## src/rtl/core/cbf_pkg.sv

```systemverilog
// cbf_pkg: shared constants and types for the comment blanking filter.
// No dependencies; used by cbf_scan, cbf_outq and comment_blanking_filter.
package cbf_pkg;

  localparam logic [7:0] CH_SLASH   = 8'h2F;
  localparam logic [7:0] CH_STAR    = 8'h2A;
  localparam logic [7:0] CH_NEWLINE = 8'h0A;
  localparam logic [7:0] CH_SPACE   = 8'h20;
  localparam logic [7:0] CH_NUL     = 8'h00;

  localparam logic [1:0] MODE_TEXT  = 2'd0;
  localparam logic [1:0] MODE_LINE  = 2'd1;
  localparam logic [1:0] MODE_BLOCK = 2'd2;

  // output queue depth and its pointer/count widths
  localparam int QDEPTH = 4;
  localparam int QAW    = $clog2(QDEPTH);
  localparam int QCW    = $clog2(QDEPTH + 1);

  // one cleaned output word
  typedef struct packed {
    logic       last;
    logic [7:0] data;
  } word_t;

  // words produced by one input word: 0, 1 or 2
  typedef struct packed {
    logic [1:0] cnt;
    word_t      w0;
    word_t      w1;
  } res_t;

endpackage

```

## src/rtl/core/comment_blanking_filter.sv

```systemverilog
// comment_blanking_filter: blanks C/C++ comments in a byte stream, same length.
// Depends on cbf_pkg, cbf_scan, cbf_outq.
//
//   channel | ports                          | direction
//   --------+--------------------------------+----------
//   input   | in_valid in_ready in_byte      | in
//           | in_last                        |
//   output  | out_valid out_ready out_byte   | out
//           | out_last                       |
//
// One input word is decoded in the cycle it is accepted; its 0..2 output words
// are registered into a four-entry queue and leave one per cycle unless stalled.
// Input is taken every cycle while the queue has two free slots; a held slash
// followed by a byte gives two output words, which the single output port
// drains at one word per cycle while out_ready is high. Synchronous active-low
// reset empties the queue and returns the scanner to ordinary text. Stalls on
// out_ready back up the queue and then drop in_ready.
module comment_blanking_filter (
  input  logic       clk,
  input  logic       rst_n,
  input  logic       in_valid,
  output logic       in_ready,
  input  logic [7:0] in_byte,
  input  logic       in_last,
  output logic       out_valid,
  input  logic       out_ready,
  output logic [7:0] out_byte,
  output logic       out_last
);

  cbf_pkg::res_t  res;
  cbf_pkg::word_t out_word;
  logic           fire;

  assign fire = in_valid && in_ready;

  cbf_scan u_scan (
    .clk   (clk),
    .rst_n (rst_n),
    .fire  (fire),
    .data  (in_byte),
    .last  (in_last),
    .res   (res)
  );

  cbf_outq u_outq (
    .clk       (clk),
    .rst_n     (rst_n),
    .push      (fire),
    .res       (res),
    .room      (in_ready),
    .out_valid (out_valid),
    .out_ready (out_ready),
    .out_word  (out_word)
  );

  assign out_byte = out_word.data;
  assign out_last = out_word.last;

endmodule

```

## src/rtl/core/cbf_scan.sv

```systemverilog
// cbf_scan: comment scanner state and per-word decode.
// Depends on cbf_pkg.
module cbf_scan (
  input  logic              clk,
  input  logic              rst_n,
  input  logic              fire,
  input  logic [7:0]        data,
  input  logic              last,
  output cbf_pkg::res_t     res
);

  logic [1:0] mode_r, mode_nxt;
  logic       slash_r, slash_nxt;
  logic       star_r, star_nxt;
  logic       halt_r, halt_nxt;
  logic [1:0] cnt;
  logic [7:0] b0, b1;

  always_comb begin
    cnt       = 2'd0;
    b0        = data;
    b1        = data;
    mode_nxt  = mode_r;
    slash_nxt = slash_r;
    star_nxt  = star_r;
    halt_nxt  = halt_r;
    if (halt_r) begin
      cnt = 2'd1;
    end else begin
      case (mode_r)
        cbf_pkg::MODE_LINE: begin
          cnt = 2'd1;
          if (data == cbf_pkg::CH_NUL) begin
            halt_nxt = 1'b1;
          end else if (data == cbf_pkg::CH_NEWLINE) begin
            mode_nxt = cbf_pkg::MODE_TEXT;
          end else begin
            b0 = cbf_pkg::CH_SPACE;
          end
        end
        cbf_pkg::MODE_BLOCK: begin
          cnt = 2'd1;
          if (data == cbf_pkg::CH_NUL) begin
            halt_nxt = 1'b1;
          end else if (data == cbf_pkg::CH_NEWLINE) begin
            star_nxt = 1'b0;
          end else if (data == cbf_pkg::CH_STAR) begin
            b0       = cbf_pkg::CH_SPACE;
            star_nxt = 1'b1;
          end else if (data == cbf_pkg::CH_SLASH && star_r) begin
            b0       = cbf_pkg::CH_SPACE;
            star_nxt = 1'b0;
            mode_nxt = cbf_pkg::MODE_TEXT;
          end else begin
            b0       = cbf_pkg::CH_SPACE;
            star_nxt = 1'b0;
          end
        end
        default: begin
          // ordinary text (unused code treated the same)
          if (slash_r) begin
            cnt       = 2'd2;
            slash_nxt = 1'b0;
            if (data == cbf_pkg::CH_SLASH) begin
              b0       = cbf_pkg::CH_SPACE;
              b1       = cbf_pkg::CH_SPACE;
              mode_nxt = cbf_pkg::MODE_LINE;
            end else if (data == cbf_pkg::CH_STAR) begin
              b0       = cbf_pkg::CH_SPACE;
              b1       = cbf_pkg::CH_SPACE;
              star_nxt = 1'b0;
              mode_nxt = cbf_pkg::MODE_BLOCK;
            end else begin
              b0 = cbf_pkg::CH_SLASH;
              if (data == cbf_pkg::CH_NUL) begin
                halt_nxt = 1'b1;
              end
            end
          end else if (data == cbf_pkg::CH_SLASH) begin
            if (last) begin
              cnt = 2'd1;
            end else begin
              slash_nxt = 1'b1;
            end
          end else begin
            cnt = 2'd1;
            if (data == cbf_pkg::CH_NUL) begin
              halt_nxt = 1'b1;
            end
          end
        end
      endcase
    end
    // end of text: next word starts a fresh text
    if (last) begin
      mode_nxt  = cbf_pkg::MODE_TEXT;
      slash_nxt = 1'b0;
      star_nxt  = 1'b0;
      halt_nxt  = 1'b0;
    end
  end

  always_comb begin
    res.cnt     = cnt;
    res.w0.data = b0;
    res.w0.last = last && (cnt == 2'd1);
    res.w1.data = b1;
    res.w1.last = last && (cnt == 2'd2);
  end

  always_ff @(posedge clk) begin
    if (!rst_n) begin
      mode_r  <= cbf_pkg::MODE_TEXT;
      slash_r <= 1'b0;
      star_r  <= 1'b0;
      halt_r  <= 1'b0;
    end else if (fire) begin
      mode_r  <= mode_nxt;
      slash_r <= slash_nxt;
      star_r  <= star_nxt;
      halt_r  <= halt_nxt;
    end
  end

endmodule

```

## src/rtl/core/cbf_outq.sv

```systemverilog
// cbf_outq: small register queue taking up to two words per cycle, giving one while out_ready is high.
// Depends on cbf_pkg.
module cbf_outq (
  input  logic              clk,
  input  logic              rst_n,
  input  logic              push,
  input  cbf_pkg::res_t     res,
  output logic              room,
  output logic              out_valid,
  input  logic              out_ready,
  output cbf_pkg::word_t    out_word
);

  cbf_pkg::word_t mem_r [cbf_pkg::QDEPTH];

  logic [cbf_pkg::QAW-1:0] wptr_r, wptr_nxt, wptr_p1;
  logic [cbf_pkg::QAW-1:0] rptr_r, rptr_nxt;
  logic [cbf_pkg::QCW-1:0] cnt_r, cnt_nxt;
  logic [1:0]              nin;
  logic                    pop;

  assign nin     = push ? res.cnt : 2'd0;
  assign pop     = out_valid && out_ready;
  assign wptr_p1 = wptr_r + 1'b1;

  // two free slots guarantee room for the worst case of one input word
  assign room      = cnt_r <= cbf_pkg::QCW'(cbf_pkg::QDEPTH - 2);
  assign out_valid = cnt_r != '0;
  assign out_word  = mem_r[rptr_r];

  always_comb begin
    wptr_nxt = wptr_r + cbf_pkg::QAW'(nin);
    rptr_nxt = pop ? rptr_r + 1'b1 : rptr_r;
    cnt_nxt  = cnt_r + cbf_pkg::QCW'(nin) - cbf_pkg::QCW'(pop);
  end

  always_ff @(posedge clk) begin
    if (nin != 2'd0) begin
      mem_r[wptr_r] <= res.w0;
    end
    if (nin == 2'd2) begin
      mem_r[wptr_p1] <= res.w1;
    end
  end

  always_ff @(posedge clk) begin
    if (!rst_n) begin
      wptr_r <= '0;
      rptr_r <= '0;
      cnt_r  <= '0;
    end else begin
      wptr_r <= wptr_nxt;
      rptr_r <= rptr_nxt;
      cnt_r  <= cnt_nxt;
    end
  end

endmodule

```

## config.mk

```make
export PLATFORM = sky130hd
export DESIGN_NAME = comment_blanking_filter
export DESIGN_NICKNAME = d
export VERILOG_FILES = /design/src/rtl/core/cbf_pkg.sv /design/src/rtl/core/comment_blanking_filter.sv /design/src/rtl/core/cbf_scan.sv /design/src/rtl/core/cbf_outq.sv
export SDC_FILE = /design/constraint.sdc
export NUM_CORES = 1
export LEC_CHECK = 0
export ABC_CLOCK_PERIOD_IN_PS = 2750
export CAP_MARGIN = 15
export CELL_PAD_IN_SITES_DETAIL_PLACEMENT = 0
export CELL_PAD_IN_SITES_GLOBAL_PLACEMENT = 1
export CORE_MARGIN = 2
export CORE_UTILIZATION = 44
export CTS_CLUSTER_DIAMETER = 200
export CTS_CLUSTER_SIZE = 24
export DETAILED_ROUTE_END_ITERATION = 10
export DONT_BUFFER_PORTS = 1
export PLACE_DENSITY = 0.76
export SYNTH_ARGS = -nofsm -noshare
export SYNTH_HDL_FRONTEND = slang
export SYNTH_SLANG_ARGS = --single-unit
```

## constraint.sdc

```tcl
create_clock -name clk -period 2.75 [get_ports clk]
set_clock_uncertainty 0.05 [all_clocks]
set_input_delay 0.275 -clock clk [delete_from_list [all_inputs] [get_ports clk]]
set_output_delay 0.275 -clock clk [all_outputs]
set_load 0.03 [all_outputs]
```

Word-level counts from Yosys, hierarchy flattened
Memory sizes are Yosys's and may differ from the RTL's. A register that Yosys moved wholly into a read port is not among the register bits. Cells that the tools add are included. W data, S select, Z words.

Register bits: 12. Logic and storage cells: 106. Memories: 1. Bits in writable memories: 36. Output and inout port bits: 11. Input bits: 13.

Memories: u_outq.mem_r (depth 4, width 9, read ports 1, clocked after memory_dff 1, wr ports 2, line cbf_outq.sv:14) `cbf_pkg::word_t mem_r [cbf_pkg::QDEPTH];`.

$lt $le $gt $ge: 1. Mux-type cells: 58. Reduce and logical (&&, ||, !) cells: 16. Equality and inequality tests: 18. $add $sub $neg: 5.

Operators by type and width (count): $mux W8 (11); $mux W2 (17); $mux W1 (27); $eq A8 B6 Y1 const B (2); $ne A3 B3 Y1 const B (5); $reduce_and A10 Y1 (1); $reduce_bool A3 Y1 (3); $eq A8 B4 Y1 const B (1); $logic_not A8 Y1 (1); $reduce_and A7 Y1 (1); $eq A2 B2 Y1 const B (3); $ne A3 B2 Y1 const B (2); $logic_and A1 B1 Y1 (5); $reduce_bool A5 Y1 (1); $add A2 B1 Y2 const B (2); $eq A2 B1 Y1 const B (2); $mux W4 (1); $ne A2 B2 Y1 const B (2); $pmux W2 S2 (1); $reduce_bool A4 Y1 (1); $add A3 B2 Y3 (1); $le A3 B2 Y1 const B (1); $reduce_and A3 Y1 (1); $sub A3 B1 Y3 (1); 5 further kinds (5).

Longest topological paths before layout
Gate-level depths: netlist (run 1).

Depth in word-level cells: 9. Mapped depth: 11. Gate-level depth less buffers: 11.

Cells and area by module
A second synthesis (run 1) with hierarchy kept.

Cell total of the unflattened synthesis: 232. Area, all modules: 2951.6 µm².

Modules (own cells, without submodules): cbf_outq (instances 1, seq. area each 1261.2 µm², area each 2319.7 µm², cells an instance 143); cbf_scan (instances 1, seq. area each 100.1 µm², area each 625.6 µm², cells an instance 88); comment_blanking_filter (instances 1, seq. area each 0.0 µm², area each 6.3 µm², cells an instance 1).

Least setup slack after synthesis (run 1)
Ideal clock, no wire load.

Path type: register to register. From: register u_scan.mode_r[0]. To: register u_outq.cnt_r[2] (netlist name). Cell stages (with the launch flop): 12. Required time: 2580 ps. Clock period less this slack: 2567 ps. Library setup time: 120 ps. Slack: 183 ps. Buffers on the path: 0. Arrival time: 2397 ps. Cell sequence: dfxtp_1 > inv_1 > ha_1 > inv_1 > nor3_1 > nand2_1 > ha_1 > inv_1 > fa_1 > xor2_1 > xnor2_1 > nor2_1.

Word-level cells in the longest chain between the ends: 7. Elaborated cells on any way between the ends: 8. Classes of those cells: add/sub: 2; eq/ne: 2; mux: 3; reduce/logical: 1.

RTL lines: start: declaration (line cbf_scan.sv:12) `logic [1:0] mode_r, mode_nxt;`; start signal: assignment (line cbf_scan.sv:113) `mode_r <= cbf_pkg::MODE_TEXT;`; start signal: assignment (line cbf_scan.sv:118) `mode_r <= mode_nxt;`; $eq A2 B1 Y1 or $eq A2 B2 Y1 (tied branches) (line cbf_scan.sv:30) `case (mode_r)`; $reduce_or A2 Y1 (no source line) (*); $mux W2 (*) (line cbf_scan.sv:30); $mux W2 (*) (line cbf_scan.sv:27) `if (halt_r) begin`; $mux W2 (*) (line cbf_outq.sv:22) `assign nin = push ? res.cnt : 2'd0;`; $add A3 B2 Y3 (*) (line cbf_outq.sv:34) `cnt_nxt = cnt_r + cbf_pkg::QCW'(nin) - cbf_pkg::QCW'(pop);`; $sub A3 B1 Y3 (*) (line cbf_outq.sv:34); end signal: assignment (line cbf_outq.sv:54) `cnt_r <= cnt_nxt;`; end: declaration (line cbf_outq.sv:18) `logic [cbf_pkg::QCW-1:0] cnt_r, cnt_nxt;`.

Mark *: on every way between the ends. The rest lies on a longest branch, timed or not. A chain may end at the register's enable or synchronous reset.

Worst setup path after layout (run 1)
Same ends and word-level chain as after synthesis.

==> results of run 1 <==
==> state kept, by name, summed over array words and instances (netlist names), named ones only <==
name and count:
u_outq.wptr_r 2, u_scan.mode_r 2, u_outq.cnt_r 3, u_outq.rptr_r 2
u_scan.star_r 1, u_scan.slash_r 1, u_outq.mem_r 36, u_scan.halt_r 1
==> routing by layer <==
metal	global-route usage	wire length, um
met1	0.2307	2582
met3	0.03181	171
met2	0.2676	2545
met4	0.04471	60
met5	0	0
==> critical path, stage by stage (launching register included) <==
cell and delay, ns:
dfxtp_1 0.36, inv_1 0.06, ha_2 0.39, nor2b_1 0.18, o21a_1 0.24, nor2_1 0.09, ha_1 0.23, fa_1 0.37
xor2_1 0.19, xnor2_1 0.14, nor2_1 0.05
==> worst paths after layout <==
path / end / slack, ns / depth (start not counted)
max: u_outq.cnt_r[2]$_SDFF_PN0_ / 0.28 / 10
min reg2reg: u_scan.mode_r[0]$_SDFFE_PN0P_ / 0.44 / 2
max reg2reg: u_outq.cnt_r[2]$_SDFF_PN0_ / 0.28 / 10
min: u_scan.halt_r$_SDFFE_PN0N_ / 0.01 / 1
==> cell type report <==
| class | count | area (sq um) | area share |
|---|---|---|---|
| Clock buffer | 5 | 68.82 | 0.02287 |
| Clock inverter | 3 | 43.79 | 0.01455 |
| Inverter | 14 | 52.55 | 0.01746 |
| Multi-Input combinational cell | 159 | 1306 | 0.4341 |
| Sequential cell | 50 | 1361 | 0.4524 |
| Tap cell | 75 | 93.84 | 0.03118 |
| Timing Repair Buffer | 11 | 82.58 | 0.02744 |
==> through the flow <==
step / instances / worst slack [ns] / instance area [sq um] / total power [uW] / util
6_report: 317 / 0.2837 / 3009 / 2282 / 0.5023
5_1_grt: 317 / 0.08234 / 3009 / 2414 / 0.5023
4_1_cts: 317 / 0.1673 / 3002 / 2301 / 0.5010
3_5_place_dp: 309 / 0.1841 / 2889 / 1792 / 0.4822
3_3_place_gp: 309 / 0.2672 / 2889 / 1786 / 0.4822
2_1_floorplan: 233 / 0.1826 / 2756 / 1636 / -
==> kinds of logic (layout without fill, tap and decap cells) <==
group,after synthesis,count (layout),share of synthesized area
DFF,50,50,0.4939
muxes,28,28,0.1498
AOI/OAI and AO/OA,46,46,0.1117
xor gates and xnor gates,7,7,0.02224
and+or+nand+nor,71,71,0.1530
buffers and inverters,24,33,0.03495
adders and majority gates,7,7,0.03450
==> what timing repair did <==
action	4_1_cts	5_1_grt
setup endpoints to repair	0	1
buffers inserted	0	0
gates resized for setup	0	2
==> cell usage after synthesis (2+ instances only) <==
cell      count  area, sq um
a21boi_0      2        15.01
a21o_1        5        37.54
a21oi_1      12        60.06
a22oi_1       2        15.01
a31oi_1       2        12.51
a41oi_1       3        26.28
and2_1       17        106.4
and2_2        4        30.03
buf_2         2        10.01
clkbuf_1      6        22.52
dfxtp_1      14        280.3
edfxtp_1     36         1081
ha_1          6        75.07
inv_1        14        52.55
mux2_2       16        180.2
mux2i_1       3        30.03
mux4_2        9        202.7
nand2_1      10        37.54
nand2b_1      3        18.77
nand3_1       4        20.02
nand4_1       2        12.51
nor2_1       14        52.55
nor2b_1       3        18.77
nor3_1        3        15.01
o21a_1        3        22.52
o21ai_0       7        35.03
o31ai_1       2        15.01
or3_1         3        18.77
xnor2_1       5        43.79
xor2_1        2        17.52
==> power groups by stage <==
stage               Sequential, uW  Combinational [uW]  Clock (uW)
floorplan                      976                 660           0
global placement              1040                 744           0
CTS                           1030                 749         523
global route                  1040                 817         553
finish                        1030                 744         513
detailed placement            1050                 747           0
==> impl_summary.txt, run 1 <==
----------------------------------------------------
[Run status]
  Outcome ... completed

[CTS]
  Clock tree from TritonCTS ... yes
  Maximum root-to-sink buffer count ... 2
  Latest clock arrival within the worst-skew pair ... 0.30 ns
  H-Tree Depth ... 2
  Inserted Clock Buffers ... 5
  Clock root buffer master ... clkbuf_8
  Clock transition at the registers of the reported paths ... 0.10 ns
  Post-cts hold buffer count ... 0
  Clock sink count ... 50

[Placed design]
  Final RePlAce weighted congestion ... 0.7451
  Dpl hpwl ... 4015 um
  Number of buffers added on ports ... 0

[Drt]
  DRC marker count from the first detailed-route iteration ... 52
  Post-detailed-route via-to-cell ratio ... 5.625
  Remaining DRCs ... 0
  Number of vias after detailed routing ... 1783
  Average detailed-routed wire length per instance ... 16.91 um
  First drt pass iteration count ... 4
  Remaining antenna violation count after routing ... 0
  Final WL ... 5360 um

[Synth]
  Yosys Warn Count ... 0
  Mapped cell area ... 2756 sq um
  Primary FF master, synth ... edfxtp_1
  Flop and latch count out of synthesis ... 50
  Synthesized area divided by synthesized cell count ... 11.83 sq um
  Unique masters post-synth ... 49
  Fraction of registers with async set or reset after synthesis ... 0
  Sequential share of the synthesized area ... 0.4939
  Number of synthesized flops with an enable pin ... 36
  Post-synthesis instance total ... 233
  Syn nets ... 253

[Power and ir drop]
  Part of the power in registers ... 0.450
  Reported net switching power ... 766.6 uW
  Combinational group share of total power ... 0.326
  Maximum resistive drop on vdd ... 0.4958 mV
  Switching part of the total power ... 0.3359
  Ratio of total power to cell area ... 758.4 nW/um^2
  Clock group share of total power ... 0.225
  Leakage power figure ... 0.001073 uW
  Cell internal power dissipation ... 1516 uW

[Hold path]
  Beginning of the worst hold path ... in_last
  Worst hold path class ... primary input to register

[Layout]
  Number of diodes ... 0
  Number of nets in the layout ... 261
  Leading cell types in the layout, fill and taps excluded ... edfxtp_1, and2_1, mux2_2
  Final-layout fill cell count ... 502
  Relative area change from synthesis to final layout ... 9.169%
  Leading cell type in the layout, fill and taps excluded ... edfxtp_1
  Fraction of final layout cells with drive strength greater than 1 ... 0.2355

[Setup path]
  Critical path startpoint category ... register
  CP Data Arrival Time ... 2.61 ns
  Start point of the critical path ... u_scan.mode_r[0]$_SDFFE_PN0P_
  Startpoint-to-endpoint class of the critical path ... register to register
  Critical path capture point type ... register
  Critical R2R Launch ... u_scan.mode_r[0]$_SDFFE_PN0P_
  Peak fanout along the critical path ... 8
  Required time of the critical path ... 2.89 ns

[Timing]
  Total count of max-transition violations in the final report ... 0
  Slew at the pin closest to its max-slew limit ... 0.6509 ns
  Setup violators final ... 0
  Setup repair after global routing missed its margin ... false
  Final Hold Viols ... 0
  Final-layout setup total negative slack ... 0 ns
  Crit share post-route ... 0.8969
  Hold Slack ... 0.01220 ns
  Shortest clock period the worst path allows after layout ... 2.466 ns
  Maximum clock frequency ... 0.4055 GHz
  Max-Slew Margin vs Limit ... 0.5655

[Die]
  Cell row count ... 28
  Width of the die ... 83.15 um
  Die Ht ... 83.15 um
  Placeable Area ... 5991 sq um
  Die ar. ... 6914 sq um
  Total I/O pin count ... 24
  Initial Util ... 0.4601

[Global routing]
  Global-route wire length before repair ... 9246 um
  Total global routing overflow ... 0
  Total track usage ... 0.1661
  Number of global-route vias before repair ... 1771
  Initial antenna violation count ... 0
  Largest net degree at the start of global routing ... 17

[Flow run]
  # Max-Cap Violations ... 0

----------------------------------------------------
No activity file was read; power rests on OpenSTA's default activity.
==> run 2, diff against run 1 <==
ABC_CLOCK_PERIOD_IN_PS = 3000   (was 2750)
PLACE_DENSITY = 0.74   (was 0.76)
clock period = 3 ns   (was 2.75 ns; I/O delays follow)
==> run 2 against run 1 <==
Effect of this change: global-route usage grew 0.18 points; sequential share of layout area grew 0.92 points; combinational power shrank 12%; largest cell class unchanged; highest routed layer unchanged.
==> impl_summary.txt, run 2 (synthesis gave the netlist of run 1 again) <==
----------------------------------------------------
[Run status]
  Outcome ... completed

[Power and ir drop]
  Maximum resistive drop on vdd ... 0.3848 mV
  Ratio of total power to cell area ... 673.7 nW/um^2
  Leakage power figure ... 0.001039 uW

[Setup path]
  Path depth of the worst reg2reg path ... 10
  Critical path destination ... u_outq.cnt_r[2]$_SDFF_PN0_
  Critical path startpoint category ... register
  Worst flop-to-flop path endpoint ... u_outq.cnt_r[2]$_SDFF_PN0_
  Slowest CP cell ... ha_1
  Start point of the critical path ... u_scan.mode_r[0]$_SDFFE_PN0P_
  Delay contributed by the slowest stage of the critical path ... 0.42 ns
  Required time of the critical path ... 3.14 ns
  Top cell family by delay on the critical path ... adder cells
  Depth of the critical timing path with buffers and inverters included ... 10
  Register-to-register path setup slack ... 0.33 ns
  CP Buf/Inv Count ... 1
  Series of cell instances along the critical path ... inv_1 > ha_1 > nor2b_1 > o21a_1 > nor2_1 > ha_1 > fa_1 > xor2_1 > xnor2_1 > nor2_1
  Critical path capture point type ... register
  CP Data Arrival Time ... 2.81 ns
  Peak fanout along the critical path ... 8
  Critical R2R Launch ... u_scan.mode_r[0]$_SDFFE_PN0P_
  Startpoint-to-endpoint class of the critical path ... register to register

[Die]
  Cell row count ... 28
  Width of the die ... 83.15 um
  Initial Util ... 0.4601
  Placeable Area ... 5991 sq um
  Die Ht ... 83.15 um
  Die ar. ... 6914 sq um
  Total I/O pin count ... 24

[Layout]
  Fraction of final layout cells with drive strength greater than 1 ... 0.2143
  Leading cell type in the layout, fill and taps excluded ... edfxtp_1
  Number of cells in the finished layout apart from fillers ... 313
  Top Registers ... u_outq.mem_r (36), u_outq.cnt_r (3)
  Core utilization of the finished layout ... 0.4923
  Relative area change from synthesis to final layout ... 6.991%
  Number of nets in the layout ... 257
  Max FFs per register ... 36
  Number of diodes ... 0
  Largest Register ... u_outq.mem_r
  Leading cell types in the layout, fill and taps excluded ... edfxtp_1, and2_1, mux2_2

[CTS]
  Maximum root-to-sink buffer count ... 2
  Inserted Clock Buffers ... 5
  Clock sink count ... 50
  Clock transition at the registers of the reported paths ... 0.09 ns
  Latest clock arrival within the worst-skew pair ... 0.30 ns
  Clock root buffer master ... clkbuf_8
  # Post-CTS Setup Buffers ... 0
  Clock tree from TritonCTS ... yes
  Number of resized instances in the post-cts repair step ... 0
  H-Tree Depth ... 2
  Post-cts hold buffer count ... 0

[Drt]
  Remaining antenna violation count after routing ... 0
  Number of vias after detailed routing ... 1779
  Final WL ... 5495 um
  Post-detailed-route via-to-cell ratio ... 5.684
  Met2 wire length ... 2623 um
  Wire length on met1 ... 2568 um
  Uppermost routed layer ... met4
  Met3 WL post-DR ... 236 um
  Remaining DRCs ... 0
  Average detailed-routed wire length per instance ... 17.56 um
  First drt pass iteration count ... 4
  DRC marker count from the first detailed-route iteration ... 118

[Timing]
  Setup repair after global routing missed its margin ... false
  Setup violators final ... 0
  Shortest clock period the worst path allows after layout ... 2.674 ns
  Final Hold Viols ... 0
  Slew at the pin closest to its max-slew limit ... 0.6237 ns
  Max-Slew Margin vs Limit ... 0.5837
  Final-layout setup total negative slack ... 0 ns
  Total count of max-transition violations in the final report ... 0
  Crit share post-route ... 0.8915
  Maximum clock frequency ... 0.3739 GHz

[Placed design]
  Cell Count Post-Placement ... 305
  Final RePlAce weighted congestion ... 0.8117
  Dpl hpwl ... 4045 um
  Number of buffers added on ports ... 0

[Global routing]
  Largest net degree at the start of global routing ... 17
  Total global routing overflow ... 0
  Total track usage ... 0.1680
  Number of global-route vias before repair ... 1771
  Initial antenna violation count ... 0
  Global-route wire length before repair ... 9204 um

[Flow run]
  # Max-Cap Violations ... 0

[Hold path]
  Worst hold path class ... primary input to register

----------------------------------------------------
-- run 2: cell count changes in the layout (fill, tap and decap cells not counted), sizes merged --
| cell | delta |
|---|---|
| buf | -4 |
| bufinv | -1 |
| clkinv | +1 |
| clkinvlp | +1 |
| inv | -1 |
-- run 2: routing by layer --
metal / up-vias / global-route usage
met1: 864 / 0.2246
met5: - / 0
met2: 37 / 0.2764
li1: 873 / -
met4: 0 / 0.04918
met3: 5 / 0.03479
-- run 2: report_power, final --
group	internal (uW)	leakage [uW]	switching, uW
Combinational	267	0.000551	388
Clock	164	0.0000441	228
Sequential	851	0.000444	87.7
-- run 2: through the flow --
stage	instance area, sq um	setup WS [ns]	power [uW]	hold WS (ns)
2_1_floorplan	2756	0.4326	1499	0.3717
3_3_place_gp	2859	0.4602	1619	0.3522
3_5_place_dp	2859	0.3237	1620	0.3554
4_1_cts	2949	0.3159	2015	0.01836
5_1_grt	2949	0.1287	2116	0.008949
6_report	2949	0.3255	1987	0.03095
-- run 2: cell type report --
type | count | area, sq um
well taps | 75 | 93.84
clock buffers | 5 | 68.82
inverters | 14 | 52.55
repair buffers | 7 | 52.55
clock inverters | 3 | 21.27
fillers | 546 | 3042
multi-input cells | 159 | 1299
flip-flops and latches | 50 | 1361
-- run 2: worst reg2reg max path, stage by stage (launching register included) --
cell and delay, ns:
dfxtp_1 0.37, inv_1 0.05, ha_1 0.42, nor2b_1 0.33, o21a_1 0.27, nor2_1 0.09, ha_1 0.22, fa_1 0.37
xor2_1 0.20, xnor2_1 0.13, nor2_1 0.05
-- run 2: worst min-delay path by stage --
stage	from	end	slack, ns	depth (start not counted)
global placement	in_last	u_scan.halt_r$_SDFFE_PN0N_	0.35	1
floorplan	rst_n	u_outq.cnt_r[0]$_SDFF_PN0_	0.37	1
detailed placement	in_last	u_scan.halt_r$_SDFFE_PN0N_	0.36	1
finish	in_last	u_scan.halt_r$_SDFFE_PN0N_	0.03	1
CTS	in_last	u_scan.halt_r$_SDFFE_PN0N_	0.02	1
global route	in_last	u_scan.halt_r$_SDFFE_PN0N_	0.009	1
==> run 3, diff against run 2 <==
ABC_CLOCK_PERIOD_IN_PS = 3200   (was 3000)
CAP_MARGIN = 30   (was 15)
clock period = 3.2 ns   (was 3 ns; I/O delays follow)
==> run 3 against run 2 <==
Effect of this change: critical path depth unchanged; final area down 0.17%; hold slack gained 0.025 ns; sequential power fell by 6.2%; wire length is 2.1% higher; register-to-register slack better by 0.17 ns; worst setup slack improved by 0.17 ns; non-clock buffer count stayed put.
==> impl_summary.txt, run 3 (synthesis gave the netlist of run 1 again) <==
----------------------------------------------------
[Global routing]
  Total global routing overflow ... 0
  Total track usage ... 0.1666
  Initial antenna violation count ... 0
  Number of global-route vias before repair ... 1752
  Largest net degree at the start of global routing ... 16
  Global-route wire length before repair ... 9108 um

[Layout]
  Number of diodes ... 0
  Fraction of final layout cells with drive strength greater than 1 ... 0.2101
  Max FFs per register ... 36
  Relative area change from synthesis to final layout ... 6.809%
  Number of nets in the layout ... 257
  Leading cell type in the layout, fill and taps excluded ... edfxtp_1
  Largest Register ... u_outq.mem_r
  Top Registers ... u_outq.mem_r (36), u_outq.cnt_r (3)
  Summed area of non-filler cells in the final layout ... 2944 sq um
  Final-layout fill cell count ... 544
  Leading cell types in the layout, fill and taps excluded ... edfxtp_1, and2_1, mux2_2

[Timing]
  Final-layout setup total negative slack ... 0 ns
  Slew at the pin closest to its max-slew limit ... 0.6431 ns
  Maximum clock frequency ... 0.3701 GHz
  Setup violators final ... 0
  Shortest clock period the worst path allows after layout ... 2.702 ns
  Worst setup margin ... 0.4980 ns
  Setup repair after global routing missed its margin ... false
  Total count of max-transition violations in the final report ... 0
  Final Hold Viols ... 0
  Hold Slack ... 0.05606 ns
  Max-Slew Margin vs Limit ... 0.5707
  Crit share post-route ... 0.8444

[CTS]
  Clock sink count ... 50
  Inserted Clock Buffers ... 5
  Clock tree from TritonCTS ... yes
  Clock transition at the registers of the reported paths ... 0.10 ns
  Clock root buffer master ... clkbuf_8
  # Post-CTS Setup Buffers ... 0
  H-Tree Depth ... 2
  Post-cts hold buffer count ... 0
  Maximum root-to-sink buffer count ... 2
  Latest clock arrival within the worst-skew pair ... 0.30 ns
  Number of resized instances in the post-cts repair step ... 0

[Drt]
  First drt pass iteration count ... 4
  Final WL ... 5609 um
  Remaining DRCs ... 0
  DRC marker count from the first detailed-route iteration ... 81
  Post-detailed-route via-to-cell ratio ... 5.617
  Average detailed-routed wire length per instance ... 17.92 um
  Number of vias after detailed routing ... 1758
  Remaining antenna violation count after routing ... 0

[Flow run]
  # Max-Cap Violations ... 0

[Run status]
  Outcome ... completed

[Placed design]
  Number of buffers added on ports ... 0
  Post-placement setup slack ... 0.5198 ns
  Dpl hpwl ... 4121 um
  Final RePlAce weighted congestion ... 0.7965
  Dpl cell area ... 2859 sq um

[Die]
  Initial Util ... 0.4601
  Die ar. ... 6914 sq um
  Width of the die ... 83.15 um
  Placeable Area ... 5991 sq um
  Die Ht ... 83.15 um
  Cell row count ... 28
  Total I/O pin count ... 24

[Setup path]
  Critical path capture point type ... register
  CP Data Arrival Time ... 2.83 ns
  Peak fanout along the critical path ... 8
  Series of cell instances along the critical path ... inv_1 > ha_1 > nor2b_1 > o21a_1 > nor2_1 > ha_1 > fa_1 > xor2_1 > xnor2_1 > nor2_1
  Required time of the critical path ... 3.33 ns
  Critical path startpoint category ... register
  Slowest CP cell ... ha_1
  Startpoint-to-endpoint class of the critical path ... register to register
  Delay contributed by the slowest stage of the critical path ... 0.42 ns

[Power and ir drop]
  Maximum resistive drop on vdd ... 0.3964 mV
  Leakage power figure ... 0.001032 uW
  Total Power ... 1861 uW
  Ratio of total power to cell area ... 632.1 nW/um^2

[Hold path]
  Worst hold path class ... primary input to register

----------------------------------------------------
-- run 3: cell count changes in the layout (fill, tap and decap cells not counted), sizes merged --
cell      before  now
clkinvlp       1    2
clkinv         2    1
-- run 3: power by group --
part | internal (uW) | switching, uW
logic | 258 | 368
clock network | 149 | 205
registers | 798 | 82.8
total | 1210 | 656
-- run 3: critical path: cells and delay by family, from the launching register on --
| family | cells | cell delay (ns) |
|---|---|---|
| compound gates | 1 | 0.29 |
| xor+xnor | 2 | 0.34 |
| fa+ha+maj | 3 | 1.02 |
| buf+inv | 1 | 0.06 |
| flops | 1 | 0.38 |
| simple gates | 3 | 0.46 |
-- run 3: worst paths after layout --
kind,startpoint,endpoint,slack (ns),cells past startpoint
worst min register to register,u_scan.mode_r[1]$_SDFFE_PN0P_,u_scan.mode_r[1]$_SDFFE_PN0P_,0.44,2
worst min-delay path,in_last,u_scan.halt_r$_SDFFE_PN0N_,0.06,1
worst max register to register,u_scan.mode_r[0]$_SDFFE_PN0P_,u_outq.cnt_r[2]$_SDFF_PN0_,0.50,10
worst max-delay path,u_scan.mode_r[0]$_SDFFE_PN0P_,u_outq.cnt_r[2]$_SDFF_PN0_,0.50,10
-- run 3: stage by stage --
stage,instances,util
4_1_cts,313,0.4914
3_5_place_dp,305,0.4772
5_1_grt,313,0.4914
6_report,313,0.4914
2_1_floorplan,233,-
3_3_place_gp,305,0.4772
-- run 3: cell type report --
type,instances,area [sq um],area share
clock buffers,5,68.82,0.02337
clock inverters,3,16.27,0.005525
inverters,14,52.55,0.01785
multi-input cells,159,1299,0.4411
flip-flops and latches,50,1361,0.4624
well taps,75,93.84,0.03187
repair buffers,7,52.55,0.01785
-- run 3: layer usage --
layer  vias up  routed length [um]  GRT usage
li1        868                   -          -
met3         4                 214    0.02982
met4         0                  32    0.04620
met1       844                2604     0.2321
met2        42                2758     0.2683
met5         -                   0          0
